## src/design/jhd_pkg.sv

```systemverilog
// Shared constants, types and the command and status structs of the JPEG Huffman decoder.
package jhd_pkg;

    localparam int MAX_CODE_LENGTH   = 16;
    localparam int VALUE_TABLE_DEPTH = 256;

    localparam int FUNC_W    = 2;
    localparam int SLOT_W    = 4;
    localparam int LEN_SLOTS = 16;
    localparam int BYTE_W    = 8;
    localparam int CODE_W    = 16;
    localparam int BOUND_W   = 17;
    localparam int LEN_W     = 5;
    localparam int RIDX_W    = 9;
    localparam int VT_AW     = $clog2(VALUE_TABLE_DEPTH);
    localparam int BIT_IDX_W = 3;

    localparam logic [FUNC_W-1:0] FUNC_COUNT = 2'd0;
    localparam logic [FUNC_W-1:0] FUNC_VALUE = 2'd1;
    localparam logic [FUNC_W-1:0] FUNC_DATA  = 2'd2;

    typedef enum logic [3:0] {
        ST_IDLE  = 4'b0001,
        ST_BIT   = 4'b0010,
        ST_FETCH = 4'b0100,
        ST_FLUSH = 4'b1000
    } jhd_state_t;

    typedef struct packed {
        logic load_count;
        logic load_value;
        logic load_byte;
        logic apply_bit;
        logic capture_sym;
        logic flush;
    } dp_cmd_t;

    typedef struct packed {
        logic result;
        logic match;
        logic hold_valid;
        logic out_free;
        logic byte_done;
    } dp_status_t;

endpackage

```

## src/design/jpeg_huffman_decoder.sv

```systemverilog
// Top level of the JPEG canonical Huffman decoder.
// Count loads (func 0) and symbol value loads (func 1) give no transaction on the output.
// A data byte (func 2) is decoded one bit per cycle unless a held result waits on a stalled
// output, each bit compared against one past the greatest code of its length. After the
// accepting cycle the input stays stalled through the bit steps, a fetch step for each
// matched symbol for the registered read of the 256-entry value table, and a closing step;
// stalls on the output add to that. One result is held back until the next one appears or
// the byte ends, which is how the final result of a byte gets its last flag. There is no
// clearing pass after reset: tables must be loaded before decoding.
module jpeg_huffman_decoder (
    input  logic                       clk,
    input  logic                       rst_n,
    input  logic                       in_valid,
    output logic                       in_stall,
    input  logic [jhd_pkg::FUNC_W-1:0] func,
    input  logic [jhd_pkg::SLOT_W-1:0] length_slot,
    input  logic [7:0]                 code_count,
    input  logic [7:0]                 value_slot,
    input  logic [7:0]                 symbol_value,
    input  logic [7:0]                 data_byte,
    output logic                       out_valid,
    input  logic                       out_stall,
    output logic [7:0]                 symbol,
    output logic                       decode_error,
    output logic                       last
);
    import jhd_pkg::*;

    dp_cmd_t    cmd;
    dp_status_t status;

    jhd_ctrl u_ctrl (
        .clk      (clk),
        .rst_n    (rst_n),
        .in_valid (in_valid),
        .func     (func),
        .status   (status),
        .cmd      (cmd),
        .in_stall (in_stall)
    );

    jhd_datapath u_datapath (
        .clk          (clk),
        .rst_n        (rst_n),
        .cmd          (cmd),
        .status       (status),
        .length_slot  (length_slot),
        .code_count   (code_count),
        .value_slot   (value_slot),
        .symbol_value (symbol_value),
        .data_byte    (data_byte),
        .out_stall    (out_stall),
        .out_valid    (out_valid),
        .symbol       (symbol),
        .decode_error (decode_error),
        .last         (last)
    );

endmodule

```

## src/design/jhd_ram.sv

```systemverilog
// Generic single-write, single-read RAM with a registered read port.
module jhd_ram #(
    parameter int WIDTH = 8,
    parameter int DEPTH = 256
) (
    input  logic                     clk,
    input  logic                     we,
    input  logic [$clog2(DEPTH)-1:0] waddr,
    input  logic [WIDTH-1:0]         wdata,
    input  logic [$clog2(DEPTH)-1:0] raddr,
    output logic [WIDTH-1:0]         rdata
);

    logic [WIDTH-1:0] mem_reg [DEPTH];
    logic [WIDTH-1:0] rdata_reg;

    always_ff @(posedge clk)
    begin
        if (we)
        begin
            mem_reg[waddr] <= wdata;
        end
        rdata_reg <= mem_reg[raddr];
    end

    assign rdata = rdata_reg;

endmodule

```

## src/design/jhd_ctrl.sv

```systemverilog
// Sequencing state machine of the JPEG Huffman decoder.
module jhd_ctrl (
    input  logic                       clk,
    input  logic                       rst_n,
    input  logic                       in_valid,
    input  logic [jhd_pkg::FUNC_W-1:0] func,
    input  jhd_pkg::dp_status_t        status,
    output jhd_pkg::dp_cmd_t           cmd,
    output logic                       in_stall
);
    import jhd_pkg::*;

    jhd_state_t state_reg;
    jhd_state_t state_next;
    logic       blocked;

    // A new result may not overwrite a held one until the output register can take it.
    assign blocked = status.result && status.hold_valid && !status.out_free;

    always_comb
    begin
        state_next = state_reg;
        cmd        = '0;
        unique case (state_reg)
            ST_IDLE:
            begin
                if (in_valid)
                begin
                    cmd.load_count = (func == FUNC_COUNT);
                    cmd.load_value = (func == FUNC_VALUE);
                    cmd.load_byte  = (func == FUNC_DATA);
                    if (func == FUNC_DATA)
                    begin
                        state_next = ST_BIT;
                    end
                end
            end
            ST_BIT:
            begin
                if (!blocked)
                begin
                    cmd.apply_bit = 1'b1;
                    if (status.match)
                    begin
                        state_next = ST_FETCH;
                    end
                    else if (status.byte_done)
                    begin
                        state_next = ST_FLUSH;
                    end
                end
            end
            ST_FETCH:
            begin
                cmd.capture_sym = 1'b1;
                state_next      = status.byte_done ? ST_FLUSH : ST_BIT;
            end
            ST_FLUSH:
            begin
                if (!status.hold_valid)
                begin
                    state_next = ST_IDLE;
                end
                else if (status.out_free)
                begin
                    cmd.flush  = 1'b1;
                    state_next = ST_IDLE;
                end
            end
            default:
            begin
                state_next = ST_IDLE;
            end
        endcase
    end

    always_ff @(posedge clk or negedge rst_n)
    begin
        if (!rst_n)
        begin
            state_reg <= ST_IDLE;
        end
        else
        begin
            state_reg <= state_next;
        end
    end

    assign in_stall = (state_reg != ST_IDLE);

endmodule

```

## src/design/jhd_datapath.sv

```systemverilog
// Code tables, bit shifter, match logic and result registers of the decoder.
module jhd_datapath (
    input  logic                       clk,
    input  logic                       rst_n,
    input  jhd_pkg::dp_cmd_t           cmd,
    output jhd_pkg::dp_status_t        status,
    input  logic [jhd_pkg::SLOT_W-1:0] length_slot,
    input  logic [7:0]                 code_count,
    input  logic [7:0]                 value_slot,
    input  logic [7:0]                 symbol_value,
    input  logic [7:0]                 data_byte,
    input  logic                       out_stall,
    output logic                       out_valid,
    output logic [7:0]                 symbol,
    output logic                       decode_error,
    output logic                       last
);
    import jhd_pkg::*;

    // Per-length tables: each is written at one slot and read at one slot.
    logic [BOUND_W-1:0] greatest_reg [LEN_SLOTS];
    logic [CODE_W-1:0]  least_reg    [LEN_SLOTS];
    logic [7:0]         first_idx_reg [LEN_SLOTS];

    logic [BOUND_W-1:0] run_code_reg;
    logic [RIDX_W-1:0]  run_index_reg;
    logic [CODE_W-1:0]  partial_code_reg;
    logic [LEN_W-1:0]   partial_len_reg;
    logic [BYTE_W-1:0]  shift_reg;
    logic [BIT_IDX_W-1:0] bit_idx_reg;

    logic               hold_valid_reg;
    logic [7:0]         hold_sym_reg;
    logic               hold_err_reg;
    logic               fetch_oob_reg;

    logic               out_valid_reg;
    logic [7:0]         out_sym_reg;
    logic               out_err_reg;
    logic               out_last_reg;

    logic               count_ok;
    logic [BOUND_W-1:0] base_code;
    logic [RIDX_W-1:0]  base_index;
    logic [BOUND_W-1:0] bound;
    logic [CODE_W-1:0]  code_new;
    logic [LEN_W-1:0]   len_new;
    logic [SLOT_W-1:0]  slot;
    logic               match;
    logic               no_match_err;
    logic [7:0]         val_idx;
    logic               idx_oob;
    logic               value_we;
    logic [7:0]         ram_rdata;
    logic               out_free;
    logic               push_prev;

    // Count loads: slot zero restarts the canonical code sequence.
    assign count_ok   = ({1'b0, length_slot} < LEN_W'(MAX_CODE_LENGTH));
    assign base_code  = (length_slot == '0) ? '0 : run_code_reg;
    assign base_index = (length_slot == '0) ? '0 : run_index_reg;
    assign bound      = base_code + BOUND_W'(code_count);

    // One bit of the stream against the bound of the current length.
    assign code_new     = {partial_code_reg[CODE_W-2:0], shift_reg[BYTE_W-1]};
    assign len_new      = partial_len_reg + LEN_W'(1);
    assign slot         = partial_len_reg[SLOT_W-1:0];
    assign match        = ({1'b0, code_new} < greatest_reg[slot]);
    assign no_match_err = !match && (len_new >= LEN_W'(MAX_CODE_LENGTH));
    assign val_idx      = first_idx_reg[slot] + code_new[7:0] - least_reg[slot][7:0];
    assign idx_oob      = ({1'b0, val_idx} >= 9'(VALUE_TABLE_DEPTH));

    assign value_we = cmd.load_value && ({1'b0, value_slot} < 9'(VALUE_TABLE_DEPTH));

    jhd_ram #(
        .WIDTH (8),
        .DEPTH (VALUE_TABLE_DEPTH)
    ) u_value_ram (
        .clk   (clk),
        .we    (value_we),
        .waddr (value_slot[VT_AW-1:0]),
        .wdata (symbol_value),
        .raddr (val_idx[VT_AW-1:0]),
        .rdata (ram_rdata)
    );

    assign out_free  = !out_valid_reg || !out_stall;
    assign push_prev = cmd.apply_bit && (match || no_match_err) && hold_valid_reg;

    always_ff @(posedge clk)
    begin
        if (cmd.load_count && count_ok)
        begin
            least_reg[length_slot]     <= base_code[CODE_W-1:0];
            greatest_reg[length_slot]  <= bound;
            first_idx_reg[length_slot] <= base_index[7:0];
        end
        if (cmd.load_byte)
        begin
            shift_reg <= data_byte;
        end
        else if (cmd.apply_bit)
        begin
            shift_reg <= {shift_reg[BYTE_W-2:0], 1'b0};
        end
        if (cmd.apply_bit && match)
        begin
            fetch_oob_reg <= idx_oob;
        end
        if (cmd.apply_bit && no_match_err)
        begin
            hold_sym_reg <= '0;
            hold_err_reg <= 1'b1;
        end
        else if (cmd.capture_sym)
        begin
            hold_sym_reg <= fetch_oob_reg ? '0 : ram_rdata;
            hold_err_reg <= 1'b0;
        end
        if (push_prev || cmd.flush)
        begin
            out_sym_reg  <= hold_sym_reg;
            out_err_reg  <= hold_err_reg;
            out_last_reg <= cmd.flush;
        end
    end

    always_ff @(posedge clk or negedge rst_n)
    begin
        if (!rst_n)
        begin
            run_code_reg     <= '0;
            run_index_reg    <= '0;
            partial_code_reg <= '0;
            partial_len_reg  <= '0;
            bit_idx_reg      <= '0;
            hold_valid_reg   <= 1'b0;
            out_valid_reg    <= 1'b0;
        end
        else
        begin
            if (cmd.load_count && count_ok)
            begin
                run_code_reg  <= {bound[BOUND_W-2:0], 1'b0};
                run_index_reg <= base_index + RIDX_W'(code_count);
            end
            if (cmd.load_byte)
            begin
                bit_idx_reg <= '0;
            end
            else if (cmd.apply_bit)
            begin
                bit_idx_reg <= bit_idx_reg + BIT_IDX_W'(1);
                if (match || no_match_err)
                begin
                    partial_code_reg <= '0;
                    partial_len_reg  <= '0;
                end
                else
                begin
                    partial_code_reg <= code_new;
                    partial_len_reg  <= len_new;
                end
            end
            if (cmd.apply_bit && no_match_err)
            begin
                hold_valid_reg <= 1'b1;
            end
            else if ((cmd.apply_bit && match) || cmd.flush)
            begin
                hold_valid_reg <= 1'b0;
            end
            else if (cmd.capture_sym)
            begin
                hold_valid_reg <= 1'b1;
            end
            if (push_prev || cmd.flush)
            begin
                out_valid_reg <= 1'b1;
            end
            else if (!out_stall)
            begin
                out_valid_reg <= 1'b0;
            end
        end
    end

    assign status.result     = match || no_match_err;
    assign status.match      = match;
    assign status.hold_valid = hold_valid_reg;
    assign status.out_free   = out_free;
    // During a bit this flags the last bit; after it, a wrapped index means the byte is used up.
    assign status.byte_done  = cmd.capture_sym ? (bit_idx_reg == '0)
                                               : (bit_idx_reg == BIT_IDX_W'(BYTE_W - 1));

    assign out_valid    = out_valid_reg;
    assign symbol       = out_sym_reg;
    assign decode_error = out_err_reg;
    assign last         = out_last_reg;

endmodule

```

## config.mk

```make
export PLATFORM = sky130hd
export DESIGN_NAME = jpeg_huffman_decoder
export DESIGN_NICKNAME = d
export VERILOG_FILES = /design/src/design/jhd_pkg.sv /design/src/design/jpeg_huffman_decoder.sv /design/src/design/jhd_ram.sv /design/src/design/jhd_ctrl.sv /design/src/design/jhd_datapath.sv
export SDC_FILE = /design/constraint.sdc
export NUM_CORES = 2
export LEC_CHECK = 0
export BUFFER_PORTS_ARGS = -buffer_cell sky130_fd_sc_hd__buf_2
export CORE_ASPECT_RATIO = 0.8
export CORE_MARGIN = 3
export CORE_UTILIZATION = 50
export CTS_BUF_LIST = sky130_fd_sc_hd__clkbuf_8
export DETAILED_ROUTE_END_ITERATION = 16
export PLACE_DENSITY = 0.65
export SYNTH_ARGS = -nofsm -noshare
export SYNTH_HDL_FRONTEND = slang
export SYNTH_SLANG_ARGS = --single-unit
```

## constraint.sdc

```tcl
create_clock -name clk -period 16.5 [get_ports clk]
set_clock_uncertainty 0.15 [all_clocks]
set_input_delay 3.3 -clock clk [delete_from_list [all_inputs] [get_ports clk]]
set_output_delay 3.3 -clock clk [all_outputs]
set_load 0.05 [all_outputs]
```

Yosys cells after proc, flatten, opt, wreduce, memory -nomap -nowiden --
Memory sizes are Yosys's and may differ from the RTL's. A register that Yosys moved wholly into a read port is not among the register bits. Index checks and enable logic that the tools add are counted.
Word-level totals: register bits after elaboration 81, RAM bits 2704, input port bits 42, output and inout bits 12, logic and storage cells 98, memories 4
Memories:
- u_datapath.u_value_ram.mem_reg | depth 256, bits a word 8, rd ports 1, clocked after Yosys merged registers in 1, wr ports 1, RTL line jhd_ram.sv:14 | logic [WIDTH-1:0] mem_reg [DEPTH];
- u_datapath.greatest_reg | depth 16, bits a word 17, rd ports 1, clocked after Yosys merged registers in 0, wr ports 1, RTL line jhd_datapath.sv:21 | logic [BOUND_W-1:0] greatest_reg [LEN_SLOTS];
- u_datapath.least_reg | depth 16, bits a word 16, rd ports 1, clocked after Yosys merged registers in 0, wr ports 1, RTL line jhd_datapath.sv:22 | logic [CODE_W-1:0] least_reg [LEN_SLOTS];
- u_datapath.first_idx_reg | depth 16, bits a word 8, rd ports 1, clocked after Yosys merged registers in 0, wr ports 1, RTL line jhd_datapath.sv:23 | logic [7:0] first_idx_reg [LEN_SLOTS];
Operators by class: add/sub/neg operators 6, $lt $le $gt $ge 2, eq/ne operators 14, muxes and demuxes 35, bitwise logic cells 1, reductions and logical operators 22
Operators with widths (count):
- $mux 4 | 8
- $add 17x8->17 | 1
- $lt 16x17->1 | 1
- $mux 17 | 1
- $mux 1 | 16
- $mux 8 | 2
- $pmux 4 s4 | 1
- $mux 15 | 1
- $mux 3 | 4
- $add 9x8->9 | 1
- $mux 9 | 1
- $add 8x8->8 | 1
- $sub 8x8->8 | 1
- $logic_and 1x1->1 | 7
- $add 5x1->5 const B | 1
- $ge 5x5->1 const B | 1
- $mux 5 | 1
- $reduce_and 5->1 | 1
- $eq 4x1->1 const B | 1
- $eq 4x2->1 const B | 1
- $eq 4x3->1 const B | 1
- $eq 4x4->1 const B | 1
- $logic_not 1->1 | 4
- $logic_not 4->1 | 1
- other kinds (16) | 21

Depth between registers and ports, before layout --
An unclocked memory read counts as a cell.
depth after elaboration 13, gate-level depth with buffers 22, gate-level depth less buffers 14

Hierarchy --
Synthesis repeated with hierarchy kept, for this count alone.
Second synthesis, totals: cells, all modules 4990, area, all modules 103892.1 µm²
By module, submodules not included:
- jhd_ram | instances 1, cells each 3733, area each 79556.3 µm², sequential area each 61659.1 µm²
- jhd_datapath | instances 1, cells each 1227, area each 24013.0 µm², sequential area each 17321.6 µm²
- jhd_ctrl | instances 1, cells each 30, area each 322.8 µm², sequential area each 101.3 µm²

Worst setup path after synthesis --
No wires, ideal clock.
path type in2reg, from input port in_valid, to memory u_datapath.first_idx_reg[12][0] (enable), library setup time 0.501 ns, data arrival time 7.122 ns, data required time 15.849 ns, slack 8.726 ns, stages 5, path buffers 2, path through nand2_1 or3_1 clkbuf_1 clkbuf_1 nor4_1
Between the ends: word-level cells in the longest chain between the ends 4
RTL lines:
- start: declaration | RTL line jpeg_huffman_decoder.sv:13 | input logic in_valid,
- $mux 3 | RTL line jhd_ctrl.sv:27 | if (in_valid)
- $mux 3 | RTL line jhd_ctrl.sv:24 | unique case (state_reg)
- $mux 1 | RTL line jhd_datapath.sv:92 | if (cmd.load_count && count_ok)
- $mux 1 (not written as such) | RTL line jhd_datapath.sv:96 | first_idx_reg[length_slot] <= base_index[7:0];
- end: declaration | RTL line jhd_datapath.sv:23
No other way between the ends.

Worst setup path after layout --
from register u_datapath.partial_len_reg[0], to register u_datapath.u_value_ram.rdata_reg[2] (netlist: u_datapath.u_value_ram.rdata[2]), read port of u_datapath.u_value_ram.mem_reg
Between the ends: word-level cells in the longest chain between the ends 3, elaborated cells on any way between the ends 4, classes of those cells add/sub: 2; memory: 2
RTL lines:
- start: declaration | RTL line jhd_datapath.sv:28 | logic [LEN_W-1:0] partial_len_reg;
- start signal: assignment | RTL line jhd_datapath.sv:162 | partial_len_reg <= len_new;
- $mem_v2 16x8
- $add 8x8->8 | RTL line jhd_datapath.sv:70 | assign val_idx = first_idx_reg[slot] + code_new[7:0] - least_reg[slot][7:0];
- $sub 8x8->8 (*) | RTL line jhd_datapath.sv:70
- end: declaration | RTL line jhd_ram.sv:15 | logic [WIDTH-1:0] rdata_reg;
Mark *: on every way between the ends. The rest lies on a longest branch, timed or not. A chain may end at the register's enable or synchronous reset.

==> impl_metrics.csv <==
group,metric,value,unit
synthesis,synth_seq_cells,2648,
finish,stdcell_count,8227,
placement,placed_cells,7497,
grt,antenna_found_initial,16,
setup_path,worstSetupStartpointType,"flip-flop",
synthesis,synth_compound_area_share,1.67,%
clock_network,ctsHoldBuffers,0,
finish,drive_gt1_share,26.3,%
setup_path,required,17.21,ns
clock_network,cts_sinks,2648,
synthesis,synthSimpleGateAreaFrac,3.20,%
setup_path,cp_num_buf_inv,6,
floorplanning,die_w,516,um
sta,max_slew_margin,11.0,%
sta,hold_viol_final,0,
placement,dp_hpwl,149,mm
clock_network,cts_resized,0,
synthesis,syn_inst,4899,
grt,grt.overflow.total,0,
floorplanning,rows,148,
setup_path,crit_top_cell,"buf_4",
sta,tns,0,ns
drt,drc,0,
sta,worst_slack,7.94,ns
drt,vias_per_cell,6.25,
drt,drt_iter0_drc,6814,
setup_path,crit_type,"flip-flop to flip-flop",
sta,slew_viol_final,0,
floorplanning,die-area,0.213,sq mm
clock_network,htreeDepth,5,
synthesis,ys_seq_area_share,76.1,%
sta,max_freq,117,MHz
setup_path,crit_fanout,93,
synthesis,yosys_most_used_dff,"edfxtp_1",
floorplanning,ios,54,
setup_path,path_delay_family,"buffers and inverters",
finish,largest_reg_flops,2048,
drt,wirelength,254,mm
clock_network,clock_path_buffers,4,
drt,first_pass_iters,6,
synthesis,netlist_area,0.104,sq mm
sta,worst_slew_pin_slew,1.33,ns
placement,gp_congestion,0.835,
setup_path,max_stage_delay,0.96,ns
sta,rsz0062_at_grt,"false",
sta,min_period,8.56,ns
grt,grt_first_pass_wirelength,367,mm
grt,grt_pass1_vias,50700,
clock_network,worstSkewPairLatency,1.05,ns
finish,syn_to_final_growth,10.6,%
floorplanning,core,0.205,sq mm
floorplanning,die_height,414,um
finish,nets,5303,
finish,final_common_cell,"edfxtp_1",
synthesis,muxShareOfSynthArea,16.7,%
placement,portBuffers,53,
synthesis,yosys_warnings,0,
synthesis,synth_top_family_by_area,"multiplexers",
synthesis,async_flop_share,2.00,%
placement,place_ws,7.74,ns
sta,timing.final.crit_share,51.9,%
outcome,status,"completed",
synthesis,syn_area_per_cell,21.2,sq um
floorplanning,start_util,50.7,%
setup_path,path_cells,"buf_12, mux4_2, mux4_2, fa_1, inv_1, ha_1, xnor2_2, buf_4, buf_4, buf_4, buf_4, mux4_2, and2_1, a2111oi_0, a31oi_1",
clock_network,cts_made_buffers,414,
drt,wl_per_cell,30.9,um
hold_path,worstHoldPathType,"flip-flop to flip-flop",
synthesis,synthXorXnorAreaFrac,0.281,%
setup_path,r2r_slack,7.94,ns
clock_network,clk_pin_slew,0.06,ns
setup_path,crit_path_end_kind,"flip-flop",
drt,via_count,51400,
synthesis,synth_edf_count,2578,
synthesis,synth.distinct_cells,77,
clock_network,cts_tree,"built",
clock_network,cts_root_buf,"clkbuf_8",
synthesis,syn_nets,4989,
sta,setup_violations,0,
grt,grtUsageTotal,24.0,%
clock_network,postCtsSetupRepairBufs,0,
finish,mostFrequentLayoutCells,"2578 x edfxtp_1, 726 x mux4_2, 439 x clkbuf_8, 297 x nor2_1, 266 x nand2_1",
setup_path,arrival,9.27,ns
flow_run,max-cap-violations,0,
synthesis,synth_fa_ha_area_share,0.636,%
drt,ant_nets,0,
setup_path,crit_slowest_cell,"dfrtp_4",
grt,grt_max_degree,119,
sta,holdWs,0.270,ns
[synth_stat cells, types with 18 or more instances]
library cell	count	share of area, %
a21oi_1	51	0.25
and2_1	22	0.13
mux2i_1	75	0.72
nor3_1	25	0.12
clkbuf_1	132	0.48
nand3_1	79	0.38
o211ai_1	18	0.13
buf_1	23	0.083
ha_1	40	0.48
buf_4	27	0.20
dfrtp_1	52	1.3
edfxtp_1	2578	75
mux4_2	726	16
a31oi_1	24	0.14
nor2_1	309	1.1
buf_2	74	0.36
nand2_1	267	0.96
o21ai_0	53	0.26
a21o_1	19	0.14
inv_1	67	0.24
[layer usage]
layer | global-route usage, % | wire, um | vias up
li1 | - | - | 20900
met1 | 37.3 | 108000 | 27400
met2 | 33.6 | 112000 | 2768
met3 | 6.39 | 27700 | 391
met4 | 6.63 | 6270 | 2
met5 | 0 | 13 | -
[cell type report]
| type | count | area [sq um] |
|---|---|---|
| Sequential cell | 2648 | 79100 |
| Tap cell | 2700 | 3380 |
| Fill cell | 15000 | 90100 |
| Clock inverter | 286 | 1420 |
| Multi-Input combinational cell | 1921 | 23600 |
| Antenna cell | 13 | 32.5 |
| Inverter | 68 | 255 |
| Timing Repair Buffer | 160 | 1200 |
| Clock buffer | 431 | 5930 |
[through the flow]
stage	utilization [%]	area [sq um]
floorplan	-	104000
global placement	52.4	107000
detailed placement	52.4	107000
CTS	56.0	115000
global route	56.0	115000
finish	56.0	115000
[logic make-up after synthesis]
kind of cell | count (synthesis)
fa+ha+maj | 48
xor+xnor | 29
compound gates | 252
buf+inv | 330
mux | 815
simple gates | 777
flops | 2648
[final timing paths]
path / start / to / cells past startpoint
hold reg to reg: u_datapath.hold_sym_reg[0]$_SDFFE_PP0P_ / u_datapath.symbol[0]$_DFFE_PP_ / 0
min in group asynchronous: rst_n / u_datapath.partial_len_reg[0]$_DFFE_PN0P_ / 2
setup reg to reg: u_datapath.partial_len_reg[0]$_DFFE_PN0P_ / u_datapath.u_value_ram.rdata[2]$_DFF_P_ / 15
setup / recovery: u_datapath.partial_len_reg[0]$_DFFE_PN0P_ / u_datapath.u_value_ram.rdata[2]$_DFF_P_ / 15
hold / removal: u_datapath.hold_sym_reg[0]$_SDFFE_PP0P_ / u_datapath.symbol[0]$_DFFE_PP_ / 0
max in group asynchronous: rst_n / u_datapath.partial_len_reg[1]$_DFFE_PN0P_ / 2
Power is not shown: default switching activity piles up to over one toggle a cycle in this logic, so the estimate is an artifact.
